==> config.mk <==
export PLATFORM = sky130hd
export DESIGN_NAME = button_debounce_event_fifo_core_flat
export DESIGN_NICKNAME = d
export VERILOG_FILES = /design/src/rtl/core/bdef_pkg.sv /design/src/rtl/core/bdef_in_if.sv /design/src/rtl/core/bdef_out_if.sv /design/src/rtl/core/bdef_cfg_if.sv /design/src/rtl/core/bdef_lane.sv /design/src/rtl/core/bdef_merge.sv /design/src/rtl/core/button_debounce_event_fifo_core.sv /design/src/flat_wrapper.sv
export VERILOG_INCLUDE_DIRS = /design/src /design/src/rtl/core
export SDC_FILE = /design/constraint.sdc
export NUM_CORES = 1
export LEC_CHECK = 0
export BUFFER_PORTS_ARGS = -buffer_cell sky130_fd_sc_hd__buf_2
export CORE_ASPECT_RATIO = 1.25
export CORE_MARGIN = 2
export CORE_UTILIZATION = 41
export DETAILED_ROUTE_END_ITERATION = 7
export GPL_TIMING_DRIVEN = 0
export HOLD_SLACK_MARGIN = 0.02
export MAX_ROUTING_LAYER = met4
export SYNTH_ARGS = -nofsm -noshare
export SYNTH_HDL_FRONTEND = slang
export SYNTH_SLANG_ARGS = --single-unit
==> constraint.sdc <==
create_clock -name clk -period 6.5 [get_ports clk]
set_input_delay 0.975 -clock clk [delete_from_list [all_inputs] [get_ports clk]]
set_output_delay 0.975 -clock clk [all_outputs]
set_load 0.02 [all_outputs]
==> src/rtl/core/button_debounce_event_fifo_core_defines.svh <==
// ----------------------------------------------------------------------------
// Button debounce event FIFO assertion macros
// Shared helpers that keep the concurrent checks short and uniform.
// ----------------------------------------------------------------------------
`ifndef BUTTON_DEBOUNCE_EVENT_FIFO_CORE_DEFINES_SVH
`define BUTTON_DEBOUNCE_EVENT_FIFO_CORE_DEFINES_SVH

// The consequent must hold in the same cycle as the antecedent.
`define BDEF_ASSERT_NOW(label, clk, rst, ante, cons) \
  label: assert property (@(posedge clk) disable iff (rst) (ante) |-> (cons)) \
    else $error("same-cycle check failed");

// The consequent must hold in the cycle after the antecedent.
`define BDEF_ASSERT_NEXT(label, clk, rst, ante, cons) \
  label: assert property (@(posedge clk) disable iff (rst) (ante) |=> (cons)) \
    else $error("next-cycle check failed");

`endif

==> src/rtl/core/bdef_pkg.sv <==
// ----------------------------------------------------------------------------
// Button debounce event FIFO package
// Sizes, codes, shared types and helper functions of the block.
// ----------------------------------------------------------------------------
package bdef_pkg;

  localparam int NUM_BUTTONS = 4;
  localparam int QUEUE_DEPTH = 16;
  localparam int SLOTS       = 2 * NUM_BUTTONS;
  localparam int SLOT_W      = $clog2(SLOTS);
  localparam int PTR_W       = $clog2(QUEUE_DEPTH);

  localparam int OP_W       = 2;
  localparam int LEVEL_W    = 4;
  localparam int CODE_W     = 4;
  localparam int STATES_W   = 4;
  localparam int FILTER_W   = 7;
  localparam int LONG_W     = 16;
  localparam int REPEAT_W   = 8;
  localparam int CNT_W      = 8;
  localparam int CFG_IDX_W  = 2;
  localparam int CFG_DATA_W = 16;

  localparam logic [FILTER_W-1:0] FILTER_RESET = 7'd5;
  localparam logic [LONG_W-1:0]   LONG_RESET   = 16'd100;
  localparam logic [REPEAT_W-1:0] REPEAT_RESET = 8'd0;
  localparam logic [CNT_W-1:0]    CNT_RESET    = CNT_W'(FILTER_RESET / 2);

  typedef enum logic [OP_W-1:0] {
    OP_SCAN  = 2'd0,
    OP_POP   = 2'd1,
    OP_CLEAR = 2'd2
  } op_t;

  typedef enum logic [CFG_IDX_W-1:0] {
    CFG_FILTER = 2'd0,
    CFG_LONG   = 2'd1,
    CFG_REPEAT = 2'd2
  } cfg_idx_t;

  // The encoding is the offset added to three times the button index.
  typedef enum logic [1:0] {
    EV_NONE    = 2'd0,
    EV_PRESS   = 2'd1,
    EV_RELEASE = 2'd2,
    EV_LONG    = 2'd3
  } ev_kind_t;

  typedef enum logic [1:0] {
    ST_IDLE,
    ST_DRAIN,
    ST_FINISH
  } ctl_state_t;

  typedef struct packed {
    logic [FILTER_W-1:0] debounce_ticks;
    logic [LONG_W-1:0]   long_time;
    logic [REPEAT_W-1:0] repeat_speed;
  } cfg_t;

  typedef struct packed {
    ev_kind_t first;
    ev_kind_t second;
  } lane_ev_t;

  typedef struct packed {
    logic load;
    logic pop;
    logic clear;
  } merge_ctl_t;

  typedef struct packed {
    logic busy;
    logic empty;
  } merge_stat_t;

  function automatic logic [CODE_W-1:0] event_code_of(logic [SLOT_W-1:0] slot,
                                                      ev_kind_t kind);
    int unsigned lane;
    lane = int'(slot) >> 1;
    return CODE_W'(3 * lane + int'(kind));
  endfunction

endpackage

==> src/rtl/core/bdef_in_if.sv <==
// ----------------------------------------------------------------------------
// Button debounce event FIFO input channel
// Carries one operation and the raw button levels per transaction.
// ----------------------------------------------------------------------------
interface bdef_in_if import bdef_pkg::*; ();
  logic                 valid;
  logic                 ready;
  logic [OP_W-1:0]      operation;
  logic [LEVEL_W-1:0]   levels;

  modport source (output valid, operation, levels, input ready);
  modport sink (input valid, operation, levels, output ready);
endinterface

==> src/rtl/core/bdef_out_if.sv <==
// ----------------------------------------------------------------------------
// Button debounce event FIFO output channel
// Carries the popped event code and the debounced button states.
// ----------------------------------------------------------------------------
interface bdef_out_if import bdef_pkg::*; ();
  logic                valid;
  logic                ready;
  logic [CODE_W-1:0]   event_code;
  logic [STATES_W-1:0] pressed_states;

  modport source (output valid, event_code, pressed_states, input ready);
  modport sink (input valid, event_code, pressed_states, output ready);
endinterface

==> src/rtl/core/bdef_cfg_if.sv <==
// ----------------------------------------------------------------------------
// Button debounce event FIFO configuration channel
// Carries one register write per transaction.
// ----------------------------------------------------------------------------
interface bdef_cfg_if import bdef_pkg::*; ();
  logic                  valid;
  logic                  ready;
  logic [CFG_IDX_W-1:0]  index;
  logic [CFG_DATA_W-1:0] data;

  modport source (output valid, index, data, input ready);
  modport sink (input valid, index, data, output ready);
endinterface

==> src/rtl/core/bdef_lane.sv <==
// ----------------------------------------------------------------------------
// Button debounce lane
// Debounce, long-press and repeat state of one button, updated per scan.
// ----------------------------------------------------------------------------
module bdef_lane import bdef_pkg::*; (
  input  logic     clk,
  input  logic     rst,
  input  logic     update,
  input  logic     down,
  input  cfg_t     cfg,
  input  logic     clr_repeat,
  output logic     pressed,
  output lane_ev_t ev
);

  logic [CNT_W-1:0]    cnt;
  logic [CNT_W-1:0]    cnt_next;
  logic                flag;
  logic                flag_next;
  logic [LONG_W-1:0]   long_cnt;
  logic [LONG_W-1:0]   long_cnt_next;
  logic [REPEAT_W-1:0] rep_cnt;
  logic [REPEAT_W-1:0] rep_cnt_next;
  logic [REPEAT_W-1:0] rep_inc;
  logic [CNT_W-1:0]    f_lo;
  logic [CNT_W-1:0]    f_hi;

  assign f_lo    = CNT_W'(cfg.debounce_ticks);
  assign f_hi    = {cfg.debounce_ticks, 1'b0};
  assign rep_inc = rep_cnt + REPEAT_W'(1);
  assign pressed = flag;

  always_comb begin
    cnt_next      = cnt;
    flag_next     = flag;
    long_cnt_next = long_cnt;
    rep_cnt_next  = rep_cnt;
    ev.first      = EV_NONE;
    ev.second     = EV_NONE;
    if (down) begin
      if (cnt < f_lo) begin
        cnt_next = f_lo;
      end else if (cnt < f_hi) begin
        cnt_next = cnt + CNT_W'(1);
      end else begin
        if (!flag) begin
          flag_next = 1'b1;
          ev.first  = EV_PRESS;
        end
        if (cfg.long_time != '0) begin
          if (long_cnt < cfg.long_time) begin
            long_cnt_next = long_cnt + LONG_W'(1);
            if (long_cnt_next == cfg.long_time) begin
              ev.second = EV_LONG;
            end
          end else if (cfg.repeat_speed != '0) begin
            if (rep_inc >= cfg.repeat_speed) begin
              rep_cnt_next = '0;
              ev.second    = EV_PRESS;
            end else begin
              rep_cnt_next = rep_inc;
            end
          end
        end
      end
    end else begin
      if (cnt > f_lo) begin
        cnt_next = f_lo;
      end else if (cnt != '0) begin
        cnt_next = cnt - CNT_W'(1);
      end else if (flag) begin
        flag_next = 1'b0;
        ev.first  = EV_RELEASE;
      end
      long_cnt_next = '0;
      rep_cnt_next  = '0;
    end
  end

  always_ff @(posedge clk) begin
    if (rst) begin
      cnt      <= CNT_RESET;
      flag     <= 1'b0;
      long_cnt <= '0;
      rep_cnt  <= '0;
    end else begin
      if (update) begin
        cnt      <= cnt_next;
        flag     <= flag_next;
        long_cnt <= long_cnt_next;
        rep_cnt  <= rep_cnt_next;
      end
      if (clr_repeat) begin
        rep_cnt <= '0;
      end
    end
  end

endmodule

==> src/rtl/core/bdef_merge.sv <==
// ----------------------------------------------------------------------------
// Button debounce event merge and FIFO
// Collects lane events and writes them into the event FIFO in order.
// ----------------------------------------------------------------------------
module bdef_merge import bdef_pkg::*; (
  input  logic              clk,
  input  logic              rst,
  input  merge_ctl_t        ctl,
  input  lane_ev_t          ev [NUM_BUTTONS],
  output merge_stat_t       stat,
  output logic [CODE_W-1:0] pop_code
);

  ev_kind_t          pend [SLOTS];
  logic [CODE_W-1:0] mem [QUEUE_DEPTH];
  logic [PTR_W-1:0]  rd_ptr;
  logic [PTR_W-1:0]  wr_ptr;
  logic [SLOT_W-1:0] sel;
  logic              found;
  logic [CODE_W-1:0] wr_code;

  function automatic logic [PTR_W-1:0] ptr_inc(logic [PTR_W-1:0] ptr);
    logic [PTR_W-1:0] res;
    if (ptr == PTR_W'(QUEUE_DEPTH - 1)) begin
      res = '0;
    end else begin
      res = ptr + PTR_W'(1);
    end
    return res;
  endfunction

  // Lowest pending slot goes first: ascending button, press before long.
  always_comb begin
    sel   = '0;
    found = 1'b0;
    for (int k = SLOTS - 1; k >= 0; k--) begin
      if (pend[k] != EV_NONE) begin
        sel   = SLOT_W'(k);
        found = 1'b1;
      end
    end
  end

  assign wr_code    = event_code_of(sel, pend[sel]);
  assign stat.busy  = found;
  assign stat.empty = (rd_ptr == wr_ptr);
  assign pop_code   = stat.empty ? '0 : mem[rd_ptr];

  always_ff @(posedge clk) begin
    if (rst) begin
      for (int k = 0; k < SLOTS; k++) begin
        pend[k] <= EV_NONE;
      end
      rd_ptr <= '0;
      wr_ptr <= '0;
    end else begin
      if (ctl.load) begin
        for (int i = 0; i < NUM_BUTTONS; i++) begin
          pend[2 * i]     <= ev[i].first;
          pend[2 * i + 1] <= ev[i].second;
        end
      end else if (found) begin
        pend[sel] <= EV_NONE;
        wr_ptr    <= ptr_inc(wr_ptr);
      end
      if (ctl.pop && !stat.empty) begin
        rd_ptr <= ptr_inc(rd_ptr);
      end else if (ctl.clear) begin
        rd_ptr <= wr_ptr;
      end
    end
  end

  always_ff @(posedge clk) begin
    if (!ctl.load && found) begin
      mem[wr_ptr] <= wr_code;
    end
  end

endmodule

==> src/rtl/core/button_debounce_event_fifo_core.sv <==
// ----------------------------------------------------------------------------
// Button debounce event FIFO core
// Debounces several buttons per scan transaction and queues their events.
// ----------------------------------------------------------------------------
//  Channel  Dir  Payload                       Transfer
//  item     in   operation, levels             valid && ready
//  result   out  event_code, pressed_states    valid && ready
//  cfg      in   index, data                   valid && ready
//
// A scan passes the idle, drain and finish states; drain writes the E events it
// makes (0 to 2 x NUM_BUTTONS) through the single FIFO write port, one a cycle.
// Pop, clear and unused operations go from idle straight to the finish state.
// Reset is synchronous; no clearing pass is needed after it.
// A result waits in the output register while the next transaction is taken.
`include "button_debounce_event_fifo_core_defines.svh"

module button_debounce_event_fifo_core import bdef_pkg::*; (
  input logic      clk,
  input logic      rst,
  bdef_in_if.sink  item,
  bdef_out_if.source result,
  bdef_cfg_if.sink cfg
);

  ctl_state_t          state;
  ctl_state_t          state_next;
  cfg_t                cfg_reg;
  logic                accept;
  logic                scan_go;
  logic                pop_go;
  logic                load_out;
  logic                clr_repeat;
  logic                out_valid;
  logic [CODE_W-1:0]   out_code;
  logic [STATES_W-1:0] out_states;
  logic [CODE_W-1:0]   res_code;
  logic [CODE_W-1:0]   pop_code;
  logic [STATES_W-1:0] states_now;
  logic [NUM_BUTTONS-1:0] down;
  logic [NUM_BUTTONS-1:0] flags;
  lane_ev_t            lane_ev [NUM_BUTTONS];
  merge_ctl_t          mctl;
  merge_stat_t         mstat;

  assign cfg.ready  = 1'b1;
  assign accept     = item.valid && item.ready;
  assign clr_repeat = cfg.valid && cfg.ready &&
                      (cfg.index == CFG_LONG || cfg.index == CFG_REPEAT);

  always_ff @(posedge clk) begin
    if (rst) begin
      cfg_reg.debounce_ticks <= FILTER_RESET;
      cfg_reg.long_time      <= LONG_RESET;
      cfg_reg.repeat_speed   <= REPEAT_RESET;
    end else if (cfg.valid && cfg.ready) begin
      unique case (cfg.index)
        CFG_FILTER: cfg_reg.debounce_ticks <= cfg.data[FILTER_W-1:0];
        CFG_LONG:   cfg_reg.long_time      <= cfg.data[LONG_W-1:0];
        CFG_REPEAT: cfg_reg.repeat_speed   <= cfg.data[REPEAT_W-1:0];
        default: ;
      endcase
    end
  end

  always_comb begin
    state_next = state;
    unique case (state)
      ST_IDLE: begin
        if (accept) begin
          state_next = (item.operation == OP_SCAN) ? ST_DRAIN : ST_FINISH;
        end
      end
      ST_DRAIN: begin
        if (!mstat.busy) begin
          state_next = ST_FINISH;
        end
      end
      ST_FINISH: begin
        if (!out_valid || result.ready) begin
          state_next = ST_IDLE;
        end
      end
      default: state_next = ST_IDLE;
    endcase
  end

  always_comb begin
    item.ready = 1'b0;
    load_out   = 1'b0;
    scan_go    = 1'b0;
    pop_go     = 1'b0;
    mctl       = '0;
    unique case (state)
      ST_IDLE: begin
        item.ready = 1'b1;
        if (item.valid) begin
          unique case (item.operation)
            OP_SCAN: begin
              scan_go   = 1'b1;
              mctl.load = 1'b1;
            end
            OP_POP: begin
              pop_go   = 1'b1;
              mctl.pop = 1'b1;
            end
            OP_CLEAR: mctl.clear = 1'b1;
            default: ;
          endcase
        end
      end
      ST_FINISH: load_out = !out_valid || result.ready;
      default: ;
    endcase
  end

  always_ff @(posedge clk) begin
    if (rst) begin
      state <= ST_IDLE;
    end else begin
      state <= state_next;
    end
  end

  for (genvar i = 0; i < NUM_BUTTONS; i++) begin : g_lane
    if (i < LEVEL_W) begin : g_pin
      assign down[i] = item.levels[i];
    end else begin : g_nopin
      assign down[i] = 1'b0;
    end

    bdef_lane u_lane (
      .clk        (clk),
      .rst        (rst),
      .update     (scan_go),
      .down       (down[i]),
      .cfg        (cfg_reg),
      .clr_repeat (clr_repeat),
      .pressed    (flags[i]),
      .ev         (lane_ev[i])
    );
  end

  for (genvar j = 0; j < STATES_W; j++) begin : g_state
    if (j < NUM_BUTTONS) begin : g_used
      assign states_now[j] = flags[j];
    end else begin : g_unused
      assign states_now[j] = 1'b0;
    end
  end

  bdef_merge u_merge (
    .clk      (clk),
    .rst      (rst),
    .ctl      (mctl),
    .ev       (lane_ev),
    .stat     (mstat),
    .pop_code (pop_code)
  );

  always_ff @(posedge clk) begin
    if (accept) begin
      res_code <= pop_go ? pop_code : '0;
    end
  end

  always_ff @(posedge clk) begin
    if (rst) begin
      out_valid <= 1'b0;
    end else if (load_out) begin
      out_valid <= 1'b1;
    end else if (result.ready) begin
      out_valid <= 1'b0;
    end
  end

  always_ff @(posedge clk) begin
    if (load_out) begin
      out_code   <= res_code;
      out_states <= states_now;
    end
  end

  assign result.valid          = out_valid;
  assign result.event_code     = out_code;
  assign result.pressed_states = out_states;

  `BDEF_ASSERT_NEXT(a_scan_drains, clk, rst, scan_go, state == ST_DRAIN)
  `BDEF_ASSERT_NOW(a_finish_settled, clk, rst, state == ST_FINISH, !mstat.busy)
  `BDEF_ASSERT_NEXT(a_empty_pop_zero, clk, rst, pop_go && mstat.empty, res_code == '0)

endmodule

==> src/flat_wrapper.sv <==
// flat-port wrapper written by rule: the top's interface ports become plain ports
module button_debounce_event_fifo_core_flat import bdef_pkg::*;
  (clk, rst, item_valid, item_operation, item_levels, item_ready, result_valid, result_event_code, result_pressed_states, result_ready, cfg_valid, cfg_index, cfg_data, cfg_ready);
  bdef_in_if item_i ();
  bdef_out_if result_i ();
  bdef_cfg_if cfg_i ();
  input logic clk;
  input logic rst;
  input wire logic [$bits(item_i.valid)-1:0] item_valid;
  input wire logic [$bits(item_i.operation)-1:0] item_operation;
  input wire logic [$bits(item_i.levels)-1:0] item_levels;
  output wire logic [$bits(item_i.ready)-1:0] item_ready;
  output wire logic [$bits(result_i.valid)-1:0] result_valid;
  output wire logic [$bits(result_i.event_code)-1:0] result_event_code;
  output wire logic [$bits(result_i.pressed_states)-1:0] result_pressed_states;
  input wire logic [$bits(result_i.ready)-1:0] result_ready;
  input wire logic [$bits(cfg_i.valid)-1:0] cfg_valid;
  input wire logic [$bits(cfg_i.index)-1:0] cfg_index;
  input wire logic [$bits(cfg_i.data)-1:0] cfg_data;
  output wire logic [$bits(cfg_i.ready)-1:0] cfg_ready;
  assign item_i.valid = item_valid;
  assign item_i.operation = item_operation;
  assign item_i.levels = item_levels;
  assign item_ready = item_i.ready;
  assign result_valid = result_i.valid;
  assign result_event_code = result_i.event_code;
  assign result_pressed_states = result_i.pressed_states;
  assign result_i.ready = result_ready;
  assign cfg_i.valid = cfg_valid;
  assign cfg_i.index = cfg_index;
  assign cfg_i.data = cfg_data;
  assign cfg_ready = cfg_i.ready;
  button_debounce_event_fifo_core u_core (.clk(clk), .rst(rst), .item(item_i), .result(result_i), .cfg(cfg_i));
endmodule
==> flow_summary.yaml <==
setup_path:
  worstReg2RegEnd: "u_core.g_lane[3].u_lane.rep_cnt[3]"
  cp_slowest_cell: "buf_1"
  r2r_start: "u_core.cfg_reg[15]"
  r2r_slack_ns: 1.75
  worst_path_largest_cell_delay_ns: 0.68
  crit_family: "buffers and inverters"
  cp.arrival_ns: 5.26
  worstSetupEndpointType: "flop"
  path_max_fanout: 10
  crit_top_cell: "clkbuf_1"
  path_class: "flop to flop"
  r2r_cells: 11
  path_buf_inv: 5
  worstPathCellList: "buf_1 -> inv_1 -> ha_1 -> nand4_1 -> a2111oi_0 -> or4b_1 -> clkbuf_1 -> clkbuf_1 -> clkbuf_1 -> o2111ai_1 -> o31ai_1"
  cp-start-kind: "flop"
  cp.required_ns: 7.00
global_route:
  grt_use_met2_pct: 46.93
  grt_pass1_vias: 17710
  grt_busiest_layer: "met2"
  grt_overflow_total: 0
  grt_pass1_wl_um: 104500
  met1_usage_pct: 35.14
  grt_max_degree: 17
  track_usage_pct: 28.79
  grt_util_met3_pct: 3.456
  antenna_found_initial: 2
timing:
  setup-tns-final_ns: 0
  layout_setup_ws_ns: 1.745
  fin_hold_ws_ns: 0.4179
  finalHoldViolCount: 0
  finalSetupViolCount: 0
  fin_skew_ns: 0.01355
  worstMarginPinSlew_ns: 1.208
  max_freq_mhz: 210.3
  finalMaxSlewViolations: 0
  post-route-period-util_pct: 73.15
  period_needed_ns: 4.755
  slew_headroom_pct: 19.46
  rsz0062_at_grt: "false"
synth:
  synth_mux_area_share_pct: 3.414
  yosys.cell_types.count: 80
  synth_seq_area_share_pct: 31.69
  synth_compound_area_share_pct: 19.95
  ys_warn_count: 0
  syn_avg_cell_area_um2: 8.378
  synth_nets: 2505
  synth_top_family_by_area: "simple AND/OR/NAND/NOR gates"
  netlist_top_cells_count: "nand2_1 (256), dfxtp_1 (190), ha_1 (182)"
  synth-edff-count: 76
  asyncSetResetFlopFracSynth_pct: 0
  yosys-top-cells-area: "dfxtp_1 (20%), edfxtp_1 (12%), ha_1 (12%)"
  synthCells: 2292
  synth_adder_area_share_pct: 12.07
  synth_ff_type: "dfxtp_1"
  ys_ff_latch: 266
  synth_top_area_share_pct: 19.81
  synth-xor-area-share_pct: 4.880
  synth_top_cell_by_area: "dfxtp_1"
  synthSimpleGateAreaFrac_pct: 23.42
  syn_area_mm2: 0.01920
  yosysMostFrequentCell: "nand2_1"
final_layout:
  reg.largest.list: "u_core.g_lane.u_lane.long_cnt x64, u_core.u_merge.mem x64"
  final_cells: 2974
  area_growth_pct: 10.43
  seqCellArea_mm2: 0.006086
  drive_above_1_share_pct: 6.284
  nFillCells: 4580
  multi_input_area_mm2: 0.01224
  nets: 2576
job:
  drv_cap: 0
die:
  coreArea_mm2: 0.04624
  die-height_um: 246.0
  io_pins: 40
  fp.dieArea_mm2: 0.04860
  die_x_um: 197.6
  initial_core_util_pct: 41.53
  row_count: 88
hold_path:
  hp-class: "flop to flop"
  hold_path_startpoint: "u_core.res_code[2]"
  min_to: "u_core.result.event_code[2]"
  min_delay_path_depth: 0
clock_network:
  cts_buffers: 30
  cts_tree: "yes"
  ctsResizeCount: 0
  cts_root_buf: "clkbuf_16"
  htree_levels: 1
  worstSkewPairLatency_ns: 0.60
  hold_buffers: 0
  clkSinkCount: 266
  ctsLongestPathBuffers: 3
  cts_setup_buffers: 0
  clkTransAtPathRegs_ns: 0.06
power:
  p_sw_share_pct: 27.74
  p_clk_share_pct: 45.7
  worst_ir_drop_vdd_uv: 238.3
  power_leakage_nw: 7.812
  p_int_mw: 2.967
  p_seq_share_pct: 42.4
  power.density_mw_per_mm2: 193.6
  comb_power_share_pct: 11.9
  p_sw_mw: 1.139
placement:
  place_congestion: 0.9917
  numPortBuffers: 38
  pre_cts_ws_ns: 1.845
  dp_hpwl_um: 50830
  dp_cells: 2916
routing:
  vias_per_cell: 6.278
  ant_nets: 0
  wl_per_cell_um: 23.16
  drt-initial-drc-count: 1802
  dr.pass1.iters: 5
  vias: 18670
  drc_errors: 0
  wirelength_um: 68870
status:
  status: "finished, final reports clean"
-- power by group through the flow --
| stage | combinational [mW] | sequential [mW] | clock (mW) |
|---|---|---|---|
| floorplan | 0.300 | 1.77 | 0 |
| global placement | 0.468 | 1.78 | 0 |
| detailed placement | 0.476 | 1.78 | 0 |
| CTS | 0.478 | 1.74 | 1.90 |
| global route | 0.529 | 1.74 | 1.96 |
| finish | 0.488 | 1.74 | 1.88 |
-- cell families (layout without fill, tap and decap cells) --
logic type               Yosys count  in the layout
flip-flops                       266            266
multiplexers                      40             40
AO/OA/AOI/OAI                    581            581
buffers and inverters            229            324
other                              1              3
AND/OR/NAND/NOR                  884            884
XOR/XNOR                         107            107
adder cells (fa/ha/maj)          184            184
-- metal layers --
| metal | part of all wire, % | vias to the layer above |
|---|---|---|
| li1 | - | 8763 |
| met1 | 41 | 8978 |
| met5 | 0 | - |
| met2 | 47 | 725 |
| met4 | 5.4 | 0 |
| met3 | 6.5 | 204 |
-- worst reg2reg max path: stages, from the launching register on --
cell and delay (ns):
dfxtp_1 0.46, buf_1 0.68, inv_1 0.44, ha_1 0.45, nand4_1 0.09, a2111oi_0 0.39
or4b_1 0.17, clkbuf_1 0.29, clkbuf_1 0.44, clkbuf_1 0.49, o2111ai_1 0.44, o31ai_1 0.31
-- worst max path at each step --
| stage | end | slack, ns | startpoint | cells after the start |
|---|---|---|---|---|
| finish | u_core.g_lane[3].u_lane.rep_cnt[3] | 1.75 | u_core.cfg_reg[15] | 11 |
| global route | u_core.g_lane[3].u_lane.rep_cnt[4] | 1.56 | u_core.cfg_reg[15] | 11 |
| CTS | u_core.g_lane[3].u_lane.rep_cnt[3] | 1.83 | u_core.cfg_reg[17] | 11 |
| detailed placement | u_core.g_lane[3].u_lane.rep_cnt[3] | 1.85 | u_core.cfg_reg[15] | 11 |
| global placement | u_core.u_merge.pend[7][0] | 1.44 | item_valid | 9 |
| floorplan | u_core.u_merge.mem[0][2] | 3.18 | u_core.u_merge.pend[7][1] | 11 |
-- per-stage QoR --
step / instance area [um^2] / power [mW] / util (%)
6_report: 21210 / 4.106 / 45.86
5_1_grt: 21210 / 4.233 / 45.86
4_1_cts: 21200 / 4.120 / 45.85
3_5_place_dp: 20130 / 2.252 / 43.53
3_3_place_gp: 20130 / 2.244 / 43.52
2_1_floorplan: 19200 / 2.070 / -
-- layout by cell type, fill, tap and decap left out, types with 20 or more instances in the layout --
| master | n |
|---|---|
| xnor2_1 | 72 |
| nor3_1 | 52 |
| inv_1 | 88 |
| nand4_1 | 41 |
| nand2b_1 | 20 |
| clkbuf_16 | 30 |
| a21oi_1 | 149 |
| o21ai_0 | 107 |
| clkbuf_1 | 127 |
| a31oi_1 | 47 |
| nor2_1 | 133 |
| ha_1 | 182 |
| dfxtp_1 | 190 |
| nor4_1 | 43 |
| a211oi_1 | 39 |
| xor2_1 | 35 |
| mux4_2 | 20 |
| buf_2 | 49 |
| or4_1 | 23 |
| nand2_1 | 256 |
| o211ai_1 | 32 |
| a21o_1 | 26 |
| and3_1 | 39 |
| nor2b_1 | 25 |
| nand3_1 | 144 |
| edfxtp_1 | 76 |
-- area by class of cell --
| class | instances | area share, % |
|---|---|---|
| sequential | 266 | 28.70 |
| clock buffer | 41 | 3.977 |
| tap | 585 | 3.452 |
| inverter | 88 | 1.558 |
| buffer | 141 | 2.572 |
| timing repair buffer | 39 | 0.9204 |
| clock inverter | 15 | 1.068 |
| antenna | 2 | 0.02360 |
| multi-input combinational | 1797 | 57.73 |
Note: power is estimated with default switching activity, not from simulation.
